## config.mk

```make
export PLATFORM = sky130hd
export DESIGN_NAME = xmodem_checksum_sender
export DESIGN_NICKNAME = d
export VERILOG_FILES = /design/src/rtl/xcs_pkg.sv /design/src/rtl/xcs_block_ram.sv /design/src/rtl/xmodem_checksum_sender.sv
export SDC_FILE = /design/constraint.sdc
export NUM_CORES = 1
export LEC_CHECK = 0
export BUFFER_PORTS_ARGS = -buffer_cell sky130_fd_sc_hd__buf_2
export CAP_MARGIN = 10
export CORE_MARGIN = 2
export CORE_UTILIZATION = 40
export CTS_CLUSTER_DIAMETER = 40
export CTS_CLUSTER_SIZE = 24
export DETAILED_ROUTE_END_ITERATION = 8
export GPL_TIMING_DRIVEN = 0
export SLEW_MARGIN = 15
export SYNTH_ARGS = -nofsm -noshare
export SYNTH_HDL_FRONTEND = slang
export SYNTH_SLANG_ARGS = --single-unit
```

## constraint.sdc

```tcl
create_clock -name clock -period 6.82 [get_ports clock]
set_clock_uncertainty 0.1 [all_clocks]
set_input_delay 0.341 -clock clock [delete_from_list [all_inputs] [get_ports clock]]
set_output_delay 0.341 -clock clock [all_outputs]
set_load 0.005 [all_outputs]
```

## src/rtl/xcs_pkg.sv

```systemverilog
// Shared types and protocol constants for the XMODEM checksum sender.
package xcs_pkg;

   // Input transaction payload.
   typedef struct packed {
      logic [2:0] operation;
      logic [7:0] data_byte;
   } req_type;

   // Result transaction payload.
   typedef struct packed {
      logic       tx_valid;
      logic [7:0] tx_byte;
      logic [2:0] event_res;
      logic [2:0] phase;
   } rsp_type;

   // Operation codes.
   localparam logic [2:0] OP_START  = 3'd0;
   localparam logic [2:0] OP_LOAD   = 3'd1;
   localparam logic [2:0] OP_RXBYTE = 3'd2;
   localparam logic [2:0] OP_TXSLOT = 3'd3;
   localparam logic [2:0] OP_FINISH = 3'd4;

   // Line symbols.
   localparam logic [7:0] SYM_SOH = 8'h01;
   localparam logic [7:0] SYM_EOT = 8'h04;
   localparam logic [7:0] SYM_ACK = 8'h06;
   localparam logic [7:0] SYM_NAK = 8'h15;
   localparam logic [7:0] SYM_CAN = 8'h18;
   localparam logic [7:0] NUM_COMPLEMENT_BASE = 8'hFF;

   // Protocol phases.
   localparam logic [2:0] PH_IDLE       = 3'd0;
   localparam logic [2:0] PH_WAIT_NAK   = 3'd1;
   localparam logic [2:0] PH_LOAD       = 3'd2;
   localparam logic [2:0] PH_SEND       = 3'd3;
   localparam logic [2:0] PH_WAIT_REPLY = 3'd4;
   localparam logic [2:0] PH_SEND_EOT   = 3'd5;
   localparam logic [2:0] PH_WAIT_EOT   = 3'd6;

   // Reported events.
   localparam logic [2:0] EV_NONE      = 3'd0;
   localparam logic [2:0] EV_READY     = 3'd1;
   localparam logic [2:0] EV_ACKED     = 3'd2;
   localparam logic [2:0] EV_DONE      = 3'd3;
   localparam logic [2:0] EV_CANCEL    = 3'd4;
   localparam logic [2:0] EV_EXHAUSTED = 3'd5;

   // Retry register reset value and attempt counter ceiling.
   localparam logic [3:0] RETRY_LIMIT_RESET = 4'd10;
   localparam logic [3:0] ATTEMPTS_MAX      = 4'd15;

endpackage

```

## src/rtl/xcs_block_ram.sv

```systemverilog
// Block buffer memory: one write port and one registered read port.
module xcs_block_ram #(
   parameter int DEPTH  = 128,
   parameter int ADDR_W = 7
) (
   input  logic              clock,
   input  logic              wr_en,
   input  logic [ADDR_W-1:0] wr_addr,
   input  logic [7:0]        wr_data,
   input  logic              rd_en,
   input  logic [ADDR_W-1:0] rd_addr,
   output logic [7:0]        rd_data
);

   logic [7:0] mem [DEPTH];
   logic [7:0] rd_data_ff;

   // Write port.
   always_ff @(posedge clock) begin
      if (wr_en) begin
         mem[wr_addr] <= wr_data;
      end
   end

   // Registered read port.
   always_ff @(posedge clock) begin
      if (rd_en) begin
         rd_data_ff <= mem[rd_addr];
      end
   end

   assign rd_data = rd_data_ff;

endmodule

```

## src/rtl/xmodem_checksum_sender.sv

```systemverilog
// Top level of the XMODEM checksum sender: protocol state, frame sequencing, output stage.
//
// Usage: the req_ channel carries one operation per transaction (start,
// load a data byte, a byte received from the far end, a transmit slot, or
// finish). Every accepted transaction yields exactly one rsp_ transaction
// telling whether a byte is to be sent in this slot, which byte, any
// protocol event, and the phase after the operation.
// Throughput is one transaction per cycle while rsp_ready stays high. The protocol
// state, the block buffer read and the middle stage are updated at the accepting
// edge; the output stage registers the result once it is free or draining. The
// buffer is a single-port-write, registered-read memory of BLOCK_BYTES entries.
// The retry limit, written through csr_wr_en/csr_wr_data, resets to 10; the user
// must write it only while no transaction is in flight (the block does not enforce it).
// Reset (synchronous, active high) returns the block to idle with no
// result pending. When the receiver holds rsp_ready low, the result stays
// on rsp_data, one more transaction is taken into the middle stage, and
// req_ready then drops until the output drains.
module xmodem_checksum_sender #(
   parameter int BLOCK_BYTES = 128
) (
   input  logic             clock,
   input  logic             reset,
   input  logic             req_valid,
   output logic             req_ready,
   input  xcs_pkg::req_type req_data,
   output logic             rsp_valid,
   input  logic             rsp_ready,
   output xcs_pkg::rsp_type rsp_data,
   input  logic             csr_wr_en,
   input  logic [3:0]       csr_wr_data
);
   import xcs_pkg::*;

   localparam int IDX_W = (BLOCK_BYTES > 1) ? $clog2(BLOCK_BYTES) : 1;
   localparam int POS_W = $clog2(BLOCK_BYTES + 4);
   localparam logic [IDX_W-1:0] LAST_IDX = IDX_W'(BLOCK_BYTES - 1);
   localparam logic [POS_W-1:0] LAST_POS = POS_W'(BLOCK_BYTES + 3);
   localparam logic [POS_W-1:0] POS_DATA = POS_W'(3);

   // Protocol state.
   logic [2:0]       phase_ff, phase_in;
   logic [IDX_W-1:0] load_index_ff, load_index_in;
   logic [7:0]       checksum_ff, checksum_in;
   logic [7:0]       block_number_ff, block_number_in;
   logic [POS_W-1:0] send_pos_ff, send_pos_in;
   logic [3:0]       attempts_ff, attempts_in;
   logic [3:0]       retry_limit_ff;

   // Middle stage and output stage.
   logic       s1_valid_ff;
   logic       s1_tx_valid_ff, s1_tx_valid_in;
   logic [7:0] s1_byte_ff, s1_byte_in;
   logic       s1_use_mem_ff, s1_use_mem_in;
   logic [2:0] s1_event_ff, s1_event_in;
   logic [2:0] s1_phase_ff;
   logic       rsp_valid_ff;
   rsp_type    rsp_data_ff;

   logic             accept;
   logic             s1_advance;
   logic             mem_wr_en;
   logic [IDX_W-1:0] data_pos;
   logic [7:0]       mem_rd_data;

   // Handshake: the middle stage moves on whenever the output is free or draining.
   assign s1_advance = s1_valid_ff && (!rsp_valid_ff || rsp_ready);
   assign req_ready  = !s1_valid_ff || s1_advance;
   assign accept     = req_valid && req_ready;
   assign rsp_valid  = rsp_valid_ff;
   assign rsp_data   = rsp_data_ff;

   assign mem_wr_en = accept && (req_data.operation == OP_LOAD) && (phase_ff == PH_LOAD);
   assign data_pos  = IDX_W'(send_pos_ff - POS_DATA);

   xcs_block_ram #(
      .DEPTH  (BLOCK_BYTES),
      .ADDR_W (IDX_W)
   ) u_block_ram (
      .clock   (clock),
      .wr_en   (mem_wr_en),
      .wr_addr (load_index_ff),
      .wr_data (req_data.data_byte),
      .rd_en   (accept),
      .rd_addr (data_pos),
      .rd_data (mem_rd_data)
   );

   // Next protocol state and the raw result of one transaction.
   always_comb begin
      phase_in        = phase_ff;
      load_index_in   = load_index_ff;
      checksum_in     = checksum_ff;
      block_number_in = block_number_ff;
      send_pos_in     = send_pos_ff;
      attempts_in     = attempts_ff;
      s1_tx_valid_in  = 1'b0;
      s1_byte_in      = 8'h00;
      s1_use_mem_in   = 1'b0;
      s1_event_in     = EV_NONE;

      unique case (req_data.operation)
         OP_START: begin
            block_number_in = 8'h00;
            load_index_in   = '0;
            checksum_in     = 8'h00;
            send_pos_in     = '0;
            attempts_in     = 4'd0;
            phase_in        = PH_WAIT_NAK;
         end
         OP_LOAD: begin
            if (phase_ff == PH_LOAD) begin
               checksum_in   = checksum_ff + req_data.data_byte;
               load_index_in = load_index_ff + IDX_W'(1);
               if (load_index_ff == LAST_IDX) begin
                  block_number_in = block_number_ff + 8'd1;
                  send_pos_in     = '0;
                  attempts_in     = 4'd0;
                  phase_in        = PH_SEND;
               end
            end
         end
         OP_RXBYTE: begin
            if (phase_ff == PH_WAIT_NAK) begin
               if (req_data.data_byte == SYM_NAK) begin
                  load_index_in = '0;
                  checksum_in   = 8'h00;
                  phase_in      = PH_LOAD;
                  s1_event_in   = EV_READY;
               end else if (req_data.data_byte == SYM_CAN) begin
                  phase_in    = PH_IDLE;
                  s1_event_in = EV_CANCEL;
               end
            end else if (phase_ff == PH_WAIT_REPLY) begin
               if (req_data.data_byte == SYM_ACK) begin
                  load_index_in = '0;
                  checksum_in   = 8'h00;
                  phase_in      = PH_LOAD;
                  s1_event_in   = EV_ACKED;
               end else if (req_data.data_byte == SYM_CAN) begin
                  phase_in    = PH_IDLE;
                  s1_event_in = EV_CANCEL;
               end else if (req_data.data_byte == SYM_NAK) begin
                  if (attempts_ff < retry_limit_ff) begin
                     send_pos_in = '0;
                     phase_in    = PH_SEND;
                  end else begin
                     phase_in    = PH_IDLE;
                     s1_event_in = EV_EXHAUSTED;
                  end
               end
            end else if (phase_ff == PH_WAIT_EOT) begin
               if (req_data.data_byte == SYM_ACK) begin
                  phase_in    = PH_IDLE;
                  s1_event_in = EV_DONE;
               end else if (req_data.data_byte == SYM_CAN) begin
                  phase_in    = PH_IDLE;
                  s1_event_in = EV_CANCEL;
               end
            end
         end
         OP_TXSLOT: begin
            if (phase_ff == PH_SEND) begin
               s1_tx_valid_in = 1'b1;
               // Frame order: header, block number, its complement, data, checksum.
               priority if (send_pos_ff == POS_W'(0)) begin
                  s1_byte_in = SYM_SOH;
               end else if (send_pos_ff == POS_W'(1)) begin
                  s1_byte_in = block_number_ff;
               end else if (send_pos_ff == POS_W'(2)) begin
                  s1_byte_in = NUM_COMPLEMENT_BASE - block_number_ff;
               end else if (send_pos_ff == LAST_POS) begin
                  s1_byte_in = checksum_ff;
               end else begin
                  s1_use_mem_in = 1'b1;
               end
               if (send_pos_ff == LAST_POS) begin
                  send_pos_in = '0;
                  if (attempts_ff < ATTEMPTS_MAX) begin
                     attempts_in = attempts_ff + 4'd1;
                  end
                  phase_in = PH_WAIT_REPLY;
               end else begin
                  send_pos_in = send_pos_ff + POS_W'(1);
               end
            end else if (phase_ff == PH_SEND_EOT) begin
               s1_tx_valid_in = 1'b1;
               s1_byte_in     = SYM_EOT;
               phase_in       = PH_WAIT_EOT;
            end
         end
         OP_FINISH: begin
            if (phase_ff == PH_LOAD) begin
               load_index_in = '0;
               checksum_in   = 8'h00;
               phase_in      = PH_SEND_EOT;
            end
         end
         default: begin
         end
      endcase
   end

   // Protocol state registers, updated once per accepted transaction.
   always_ff @(posedge clock) begin
      if (reset) begin
         phase_ff        <= PH_IDLE;
         load_index_ff   <= '0;
         checksum_ff     <= 8'h00;
         block_number_ff <= 8'h00;
         send_pos_ff     <= '0;
         attempts_ff     <= 4'd0;
      end else if (accept) begin
         phase_ff        <= phase_in;
         load_index_ff   <= load_index_in;
         checksum_ff     <= checksum_in;
         block_number_ff <= block_number_in;
         send_pos_ff     <= send_pos_in;
         attempts_ff     <= attempts_in;
      end
   end

   // Retry limit register.
   always_ff @(posedge clock) begin
      if (reset) begin
         retry_limit_ff <= RETRY_LIMIT_RESET;
      end else if (csr_wr_en) begin
         retry_limit_ff <= csr_wr_data;
      end
   end

   // Middle stage: holds the result while the buffer read completes.
   always_ff @(posedge clock) begin
      if (reset) begin
         s1_valid_ff <= 1'b0;
      end else if (accept) begin
         s1_valid_ff <= 1'b1;
      end else if (s1_advance) begin
         s1_valid_ff <= 1'b0;
      end
   end

   always_ff @(posedge clock) begin
      if (accept) begin
         s1_tx_valid_ff <= s1_tx_valid_in;
         s1_byte_ff     <= s1_byte_in;
         s1_use_mem_ff  <= s1_use_mem_in;
         s1_event_ff    <= s1_event_in;
         s1_phase_ff    <= phase_in;
      end
   end

   // Output stage: holds the result until the receiver takes it.
   always_ff @(posedge clock) begin
      if (reset) begin
         rsp_valid_ff <= 1'b0;
      end else if (s1_advance) begin
         rsp_valid_ff <= 1'b1;
      end else if (rsp_ready) begin
         rsp_valid_ff <= 1'b0;
      end
   end

   always_ff @(posedge clock) begin
      if (s1_advance) begin
         rsp_data_ff.tx_valid  <= s1_tx_valid_ff;
         rsp_data_ff.tx_byte   <= s1_use_mem_ff ? mem_rd_data : s1_byte_ff;
         rsp_data_ff.event_res <= s1_event_ff;
         rsp_data_ff.phase     <= s1_phase_ff;
      end
   end

endmodule
```

==> results of run 1 <==
## flip-flops by register name, summed over array words and instances (netlist names)
register / flops
rsp_data: 15
rsp_valid: 1
load_index_ff: 7
send_pos_ff: 8
s1_event_ff: 3
s1_phase_ff: 3
s1_valid_ff: 1
attempts_ff: 4
u_block_ram.rd_data: 8
phase_ff: 3
u_block_ram.mem: 1024
s1_byte_ff: 8
s1_use_mem_ff: 1
s1_tx_valid_ff: 1
retry_limit_ff: 4
block_number_ff: 8
checksum_ff: 8
## kinds of logic (layout without fill, tap and decap cells)
family          Yosys count  count (layout)  synth area share [%]
compound gates          252             252                  3.87
simple gates            664             664                  6.42
xor+xnor                 23              23                 0.454
buf+inv                 171             466                  1.55
mux                     269             269                  13.3
flops                  1107            1107                  73.9
fa+ha+maj                18              18                 0.524
## worst min path at each step
| stage | slack [ns] | end | start | depth (start not counted) |
|---|---|---|---|---|
| 6_report | 0.04 | attempts_ff[0]$_SDFFE_PP0P_ | reset | 2 |
| 3_3_place_gp | 0.31 | rsp_data[0]$_DFFE_PP_ | s1_phase_ff[0]$_DFFE_PP_ | 0 |
| 4_1_cts | 0.0002 | attempts_ff[0]$_SDFFE_PP0P_ | reset | 2 |
| 2_1_floorplan | 0.30 | rsp_data[0]$_DFFE_PP_ | s1_phase_ff[0]$_DFFE_PP_ | 0 |
| 5_1_grt | 0.05 | attempts_ff[0]$_SDFFE_PP0P_ | reset | 2 |
| 3_5_place_dp | 0.31 | rsp_data[0]$_DFFE_PP_ | s1_phase_ff[0]$_DFFE_PP_ | 0 |
## repair_timing
action,4_1_cts,5_1_grt
endpoints found under the hold margin,272,0
hold buffers,23,0
resized for setup,0,0
## metal layers
layer / wire, um / up-vias / part of all wire [%] / global-route usage [%]
met5: 7 / - / 0.0061 / 0
met4: 5510 / 2 / 4.8 / 9.37
met3: 9590 / 238 / 8.3 / 3.87
met2: 54600 / 1182 / 47 / 32.5
met1: 45900 / 12602 / 40 / 26.9
li1: - / 10400 / - / -
## through the flow
stage | hold slack [ns] | util (%) | std cells | area [sq um]
after detailed placement | 0.305 | 42.3 | 4034 | 46700
after CTS | 0.000249 | 46.5 | 4287 | 51300
after floorplan | 0.300 | - | 2504 | 44400
final | 0.0383 | 46.5 | 4287 | 51300
after global placement | 0.305 | 42.1 | 4025 | 46400
after global routing | 0.0502 | 46.5 | 4287 | 51300
## cells in the mapped netlist, types with 13 or more instances
cell	instances
edfxtp_1	1063
nor2_1	473
mux4_2	256
o22ai_1	97
clkbuf_1	94
nand2_1	50
dfxtp_1	44
o211ai_1	38
and3_1	36
a21oi_1	33
buf_2	33
buf_1	24
nor3_1	21
inv_1	18
ha_1	17
nand3_1	16
nand4_1	13
o21ai_0	13
xnor2_1	13
## area by class of cell
class	instances	area, sq um	share of cell area (%)
multi-input cells	1226	10900	21.3
inverters	19	71.3	0.139
flip-flops and latches	1107	32800	63.9
repair buffers	65	677	1.32
clock buffers	126	3050	5.94
clock inverters	104	1330	2.59
well taps	1488	1860	3.63
plain buffers	152	626	1.22
## power breakdown
part | total (mW) | switching (mW) | internal, mW
Sequential | 7.47 | 0.00741 | 7.46
Clock | 7.01 | 2.90 | 4.11
Combinational | 0.716 | 0.441 | 0.275
## worst max-delay path: stages, from the launching register on
cell	delay, ns
dfxtp_1	0.43
buf_2	0.39
buf_2	0.44
buf_2	0.44
inv_1	0.12
ha_1	0.34
clkbuf_1	0.36
buf_2	0.35
buf_1	0.85
buf_1	0.58
mux4_2	0.42
nor2_1	0.21
o22ai_1	0.20
o211ai_1	0.25
nand4_1	0.29
==> metrics.md, run 1 <==
| Metric | Value |
|---|---|
| Outcome | `finished, final reports clean` |
| # diodes | `0` |
| Largest net degree at the start of global routing | `between 100 and 150` |
| Number of global-route vias before repair | `24418` |
| Post-Syn Area | `44400 sq um` |
| Port Buffer Count | `33` |
| FP Rows | `122` |
| Initial core utilization | `40.2%` |
| Via/cell ratio | `5.70` |
| P&R area growth vs syn | `15.6%` |
| Total Power | `15.2 mW` |
| Clock Latency Late Sink | `just over 0.7 ns` |
| Number of placed I/O pins | `37` |
| EDFF count, synth | `1063` |
| Maxcap violations | `0` |
| Headroom to the max-slew limit | `roughly 11%` |
| #FFs+latches synth | `roughly 1100` |
| Leakage | `roughly 16 nW` |
| First-pass GRT wire length | `166000 um` |
| Post-synthesis sequential area ratio | `around 74%` |
| Synth top area cells | `edfxtp_1 72%, mux4_2 13%, nor2_1 4.0%` |
| Peak supply drop | `approximately 0.00026 V` |
| Cells after Synth | `2504` |
| DRT iter0 DRCs | `between 3000 and 4000` |
| CP endpoint | `u_block_ram.rd_data[1]$_DFFE_PP_` |
| Yosys top cell area share | `71.9%` |
| Worst Setup SP | `send_pos_ff[0]$_SDFFE_PP0P_` |
| Ys Warns | `0` |
| WS Path Type | `flip-flop to flip-flop` |
| CTS Buffer Depth | `3` |
| Fill cell count | `9144` |
| Final worst path period share | `about nine tenths` |
| Grt total ovfl | `0` |
| Final setup margin | `0.671 ns` |
| Peak Freq | `between 150 and 200 MHz` |
| Remaining antenna violation count | `0` |
| Syn Nets | `approximately 2500` |
| Die W | `roughly 340 um` |
| Pre-CTS setup slack | `0.720 ns` |
| Reg-to-reg endpoint | `u_block_ram.rd_data[1]$_DFFE_PP_` |
| Crit path time final | `between 6 and 7 ns` |
| Worst setup SP type | `flip-flop` |
| Per-cell routed wire length | `27.0 um` |
| Max-slew violation count | `0` |
| GRT Util Overall | `between 20% and 30%` |
| R2R Path Start | `send_pos_ff[0]$_SDFFE_PP0P_` |
| CP Max Fanout | `10` |
| R2R Setup Slk | `0.67 ns` |
| Detailed-route via count | `approximately 24000` |
| H-tree levels | `3` |
| Clock Sinks | `1107` |
| Pwr Density | `296 nW/um^2` |
| Most common cell after layout, fill and taps aside | `edfxtp_1` |
| Die height | `between 300 and 400 um` |
| Ys flop type | `edfxtp_1` |
| CTS tree | `built` |
| Synth unique cells | `69` |
| RePlAce Congestion | `slightly above 0.9` |
| Total Wirelength | `around 120000 um` |
| Hold Vio Cnt, Final | `0` |
| Clk slew on worst S/H paths | `0.06 ns` |
| Die ar. | `about 110000 sq um` |
| Type of the tightest min-delay check | `primary input to flip-flop` |
| CTS Buf Count | `121` |
| Dpl hpwl | `76600 um` |
| Critical path arrival | `around 6.4 ns` |
| Worst slew pin tran | `1.33 ns` |
| Critical Path RT | `between 7 and 8 ns` |
| Layout cells sized above 1 | `between 20% and 30%` |
| Crit end category | `flip-flop` |
| Count of endpoints failing setup in the final report | `0` |
| Syn_area_per_cell | `between 15 and 20 sq um` |
| Setup_tns | `0 ns` |
| Synth area leader | `edfxtp_1` |
| Core box area | `approximately 110000 sq um` |
| Reg2reg path depth | `14` |
| Nets | `roughly 2700` |
| Remaining DRCs | `0` |
| Clock Tree Root | `clkbuf_16` |
| Unrepaired setup endpoints after global routing | `no` |
| Initial antenna violation count | `2` |
| Pre-Repair DR Iteration Count | `7` |
| Post-CTS setup buffers | `0` |
| Most frequent cells in the layout | `1063 x edfxtp_1, 473 x nor2_1, 256 x mux4_2` |
| Async set-reset flop share out of synthesis | `0%` |
No activity file was read; power rests on OpenSTA's default activity.
==> run 2: changes to the inputs <==
--- a/config.mk
+++ b/config.mk
@@ -7,6 +7,7 @@
 export LEC_CHECK = 0
 export BUFFER_PORTS_ARGS = -buffer_cell sky130_fd_sc_hd__buf_2
 export CAP_MARGIN = 10
+export CORE_ASPECT_RATIO = 1.2
 export CORE_MARGIN = 2
 export CORE_UTILIZATION = 40
 export CTS_CLUSTER_DIAMETER = 40
==> metrics.md, run 2 (synthesis gave the netlist of run 1 again) <==
| Metric | Value |
|---|---|
| Clock Latency Late Sink | `0.72 ns (about the same)` |
| Largest Register | `u_block_ram.mem` |
| Critical path's most frequent cell | `buf_2` |
| Switching share of power | `22.3% (+0.26 points)` |
| Core Util, Final | `46.5% (about the same)` |
| Slowest cell on the critical path | `buf_1` |
| Reg-to-reg endpoint | `u_block_ram.rd_data[1]$_DFFE_PP_` |
| Count of endpoints failing setup in the final report | `0 (unchanged)` |
| Die W | `308 um (-8.6%)` |
| RePlAce Congestion | `0.905 (-1.7%)` |
| CTS tree | `built` |
| Total Wirelength | `119000 um (+3.1%)` |
| FP Rows | `133 (+9.0%)` |
| Hold slack | `0.0573 ns (+0.0190 ns)` |
| R2R Path Start | `send_pos_ff[0]$_SDFFE_PP0P_` |
| Pre-Repair DR Iteration Count | `8 (+1)` |
| Most frequent cells in the layout | `1063 x edfxtp_1, 473 x nor2_1, 256 x mux4_2` |
| Die height | `369 um (+9.4%)` |
| Peak Freq | `162 MHz (-0.56%)` |
| CP Cell Sequence | `buf_2, buf_2, buf_2, inv_1, ha_1, clkbuf_1, buf_2, buf_1, buf_1, mux4_2, nor2_1, nor2_1, o211ai_1, nand4_1` |
| Most common cell after layout, fill and taps aside | `edfxtp_1` |
| Critical Path RT | `7.06 ns (-0.02 ns)` |
| Fill cell count | `9251 (+1.2%)` |
| CP endpoint | `u_block_ram.rd_data[1]$_DFFE_PP_` |
| Per-cell routed wire length | `28.3 um (+5.0%)` |
| Clock Tree Root | `clkbuf_16` |
| Die ar. | `114000 sq um (about the same)` |
| Core box area | `110000 sq um (-0.48%)` |
| Unrepaired setup endpoints after global routing | `no` |
| Number of global-route vias before repair | `24969 (+2.3%)` |
| Pwr Density | `292 nW/um^2 (-1.4%)` |
| Clk slew on worst S/H paths | `0.07 ns (about the same)` |
| Initial core utilization | `40.4% (+0.20 points)` |
| Hold Vio Cnt, Final | `0 (unchanged)` |
| Inst Count DP | `3965 (-1.7%)` |
| Leakage | `15.8 nW (-0.70%)` |
| Crit end category | `flip-flop` |
| Post-CTS setup buffers | `0 (unchanged)` |
| Flop pwr share | `50.1% (+1.0 points)` |
| Setup_tns | `0 ns (unchanged)` |
| Critical path arrival | `6.43 ns (+0.02 ns)` |
| Final setup margin | `0.636 ns (-0.0345 ns)` |
| Sw Pwr | `3.32 mW (-0.80%)` |
| # hold bufs at CTS | `24 (+4.3%)` |
| Worst setup SP type | `flip-flop` |
| First-pass GRT wire length | `171000 um (+3.1%)` |
| Layout Cells excl Fill | `4208 (-1.8%)` |
| Internal Power | `11.6 mW (-2.3%)` |
| Comb pwr share | `4.9% (+0.2 points)` |
| Via/cell ratio | `5.79 (+1.6%)` |
| Storage cell area | `32800 sq um (unchanged)` |
| DRT iter0 DRCs | `2721 (-19%)` |
| Headroom to the max-slew limit | `8.65% (-2.6 points)` |
| Pre-CTS setup slack | `0.704 ns (-0.0167 ns)` |
| Nets | `2727 (-0.11%)` |
| CTS Buf Count | `115 (-5.0%)` |
| WS Path Type | `flip-flop to flip-flop` |
| Number of placed I/O pins | `37 (unchanged)` |
| Remaining DRCs | `0 (unchanged)` |
| Placed Area | `46700 sq um (-0.13%)` |
| R2R Setup Slk | `0.64 ns (-0.03 ns)` |
| Clock power share | `45.0% (-1.1 points)` |
| Max-slew violation count | `0 (unchanged)` |
| Remaining antenna violation count | `0 (unchanged)` |
| Type of the tightest min-delay check | `primary input to flip-flop` |
| CTS Buffer Depth | `3 (unchanged)` |
| Detailed-route via count | `24357 (-0.27%)` |
| Worst slew pin tran | `1.37 ns (+0.0388 ns)` |
| Clock Sinks | `1107 (unchanged)` |
| Crit path time final | `6.18 ns (+0.0345 ns)` |
| Total Power | `14.9 mW (-1.9%)` |
| Area of the multi-input gates | `10900 sq um (about the same)` |
| GRT Util Overall | `21.0% (+0.69 points)` |
| Largest net degree at the start of global routing | `105 (-3.7%)` |
| Port Buffer Count | `33 (unchanged)` |
| Initial antenna violation count | `6 (+4)` |
| Dpl hpwl | `79300 um (+3.5%)` |
| Outcome | `finished, final reports clean` |
| Maxcap violations | `0 (unchanged)` |
| P&R area growth vs syn | `14.9%` |
| Max reg flops | `1024 (unchanged)` |
| Slowest stage delay, CP | `0.83 ns (-0.02 ns)` |
| Post-route cell area | `51000 sq um (-0.58%)` |
| Reg2reg path depth | `14 (unchanged)` |
| Peak supply drop | `0.000193 V (-24%)` |
| Resize count post-CTS | `0 (unchanged)` |
| Grt total ovfl | `0 (unchanged)` |
| H-tree levels | `3 (unchanged)` |
| Worst Setup SP | `send_pos_ff[0]$_SDFFE_PP0P_` |
| CP Max Fanout | `10 (unchanged)` |
| Final worst path period share | `90.7% (+0.51 points)` |
| Layout cells sized above 1 | `20.3% (-0.21 points)` |
## run 2: cell types whose count changed in the layout (fill, tap and decap cells not counted), moves of 3 or more
cell / delta
clkinv_1: -7
clkinv_2: -7
clkbuf_1: +6
bufinv_16: -5
clkbuf_16: -4
inv_6: +4
inv_8: +3
## run 2: layout make-up
class	instances	share of cell area, %
Multi-Input combinational cell	1226	21.4
Clock buffer	128	5.86
Buffer	152	1.22
Antenna cell	2	0.00981
Tap cell	1417	3.47
Timing Repair Buffer	68	1.40
Sequential cell	1107	64.3
Inverter	19	0.140
Clock inverter	89	2.22
## run 2: worst min path at each step
stage	startpoint	to	slack, ns	cells after the start
floorplan	s1_phase_ff[0]$_DFFE_PP_	rsp_data[0]$_DFFE_PP_	0.30	0
global placement	s1_phase_ff[0]$_DFFE_PP_	rsp_data[0]$_DFFE_PP_	0.31	0
detailed placement	s1_tx_valid_ff$_SDFFCE_PN0P_	rsp_data[14]$_DFFE_PP_	0.31	0
CTS	req_data[10]	load_index_ff[6]$_SDFFE_PP0P_	0.008	4
global route	req_data[10]	load_index_ff[6]$_SDFFE_PP0P_	0.09	4
finish	req_data[10]	load_index_ff[6]$_SDFFE_PP0P_	0.06	4
## run 2: power groups by stage
stage	registers, mW	clock network (mW)	logic (mW)
2_1_floorplan	7.61	0	0.394
3_3_place_gp	7.63	0	0.682
3_5_place_dp	7.61	0	0.719
4_1_cts	7.47	6.78	0.732
5_1_grt	7.46	7.04	0.768
6_report	7.47	6.71	0.725
## run 2: layer usage
layer | up-vias | global-route usage, % | share of wire, %
li1 | 10371 | - | -
met1 | 12636 | 26.0 | 38
met2 | 1120 | 36.1 | 51
met3 | 224 | 4.15 | 7.7
met4 | 6 | 8.37 | 3.8
met5 | - | 0 | 0.033
## run 2: worst max-delay path: cells and delay by family, from the launching register on
kind                     cells  cell delay, ns
buffers and inverters        8            3.64
AO/OA/AOI/OAI                1            0.30
AND/OR/NAND/NOR              3            0.58
multiplexers                 1            0.41
adder cells (fa/ha/maj)      1            0.31
flip-flops                   1            0.45
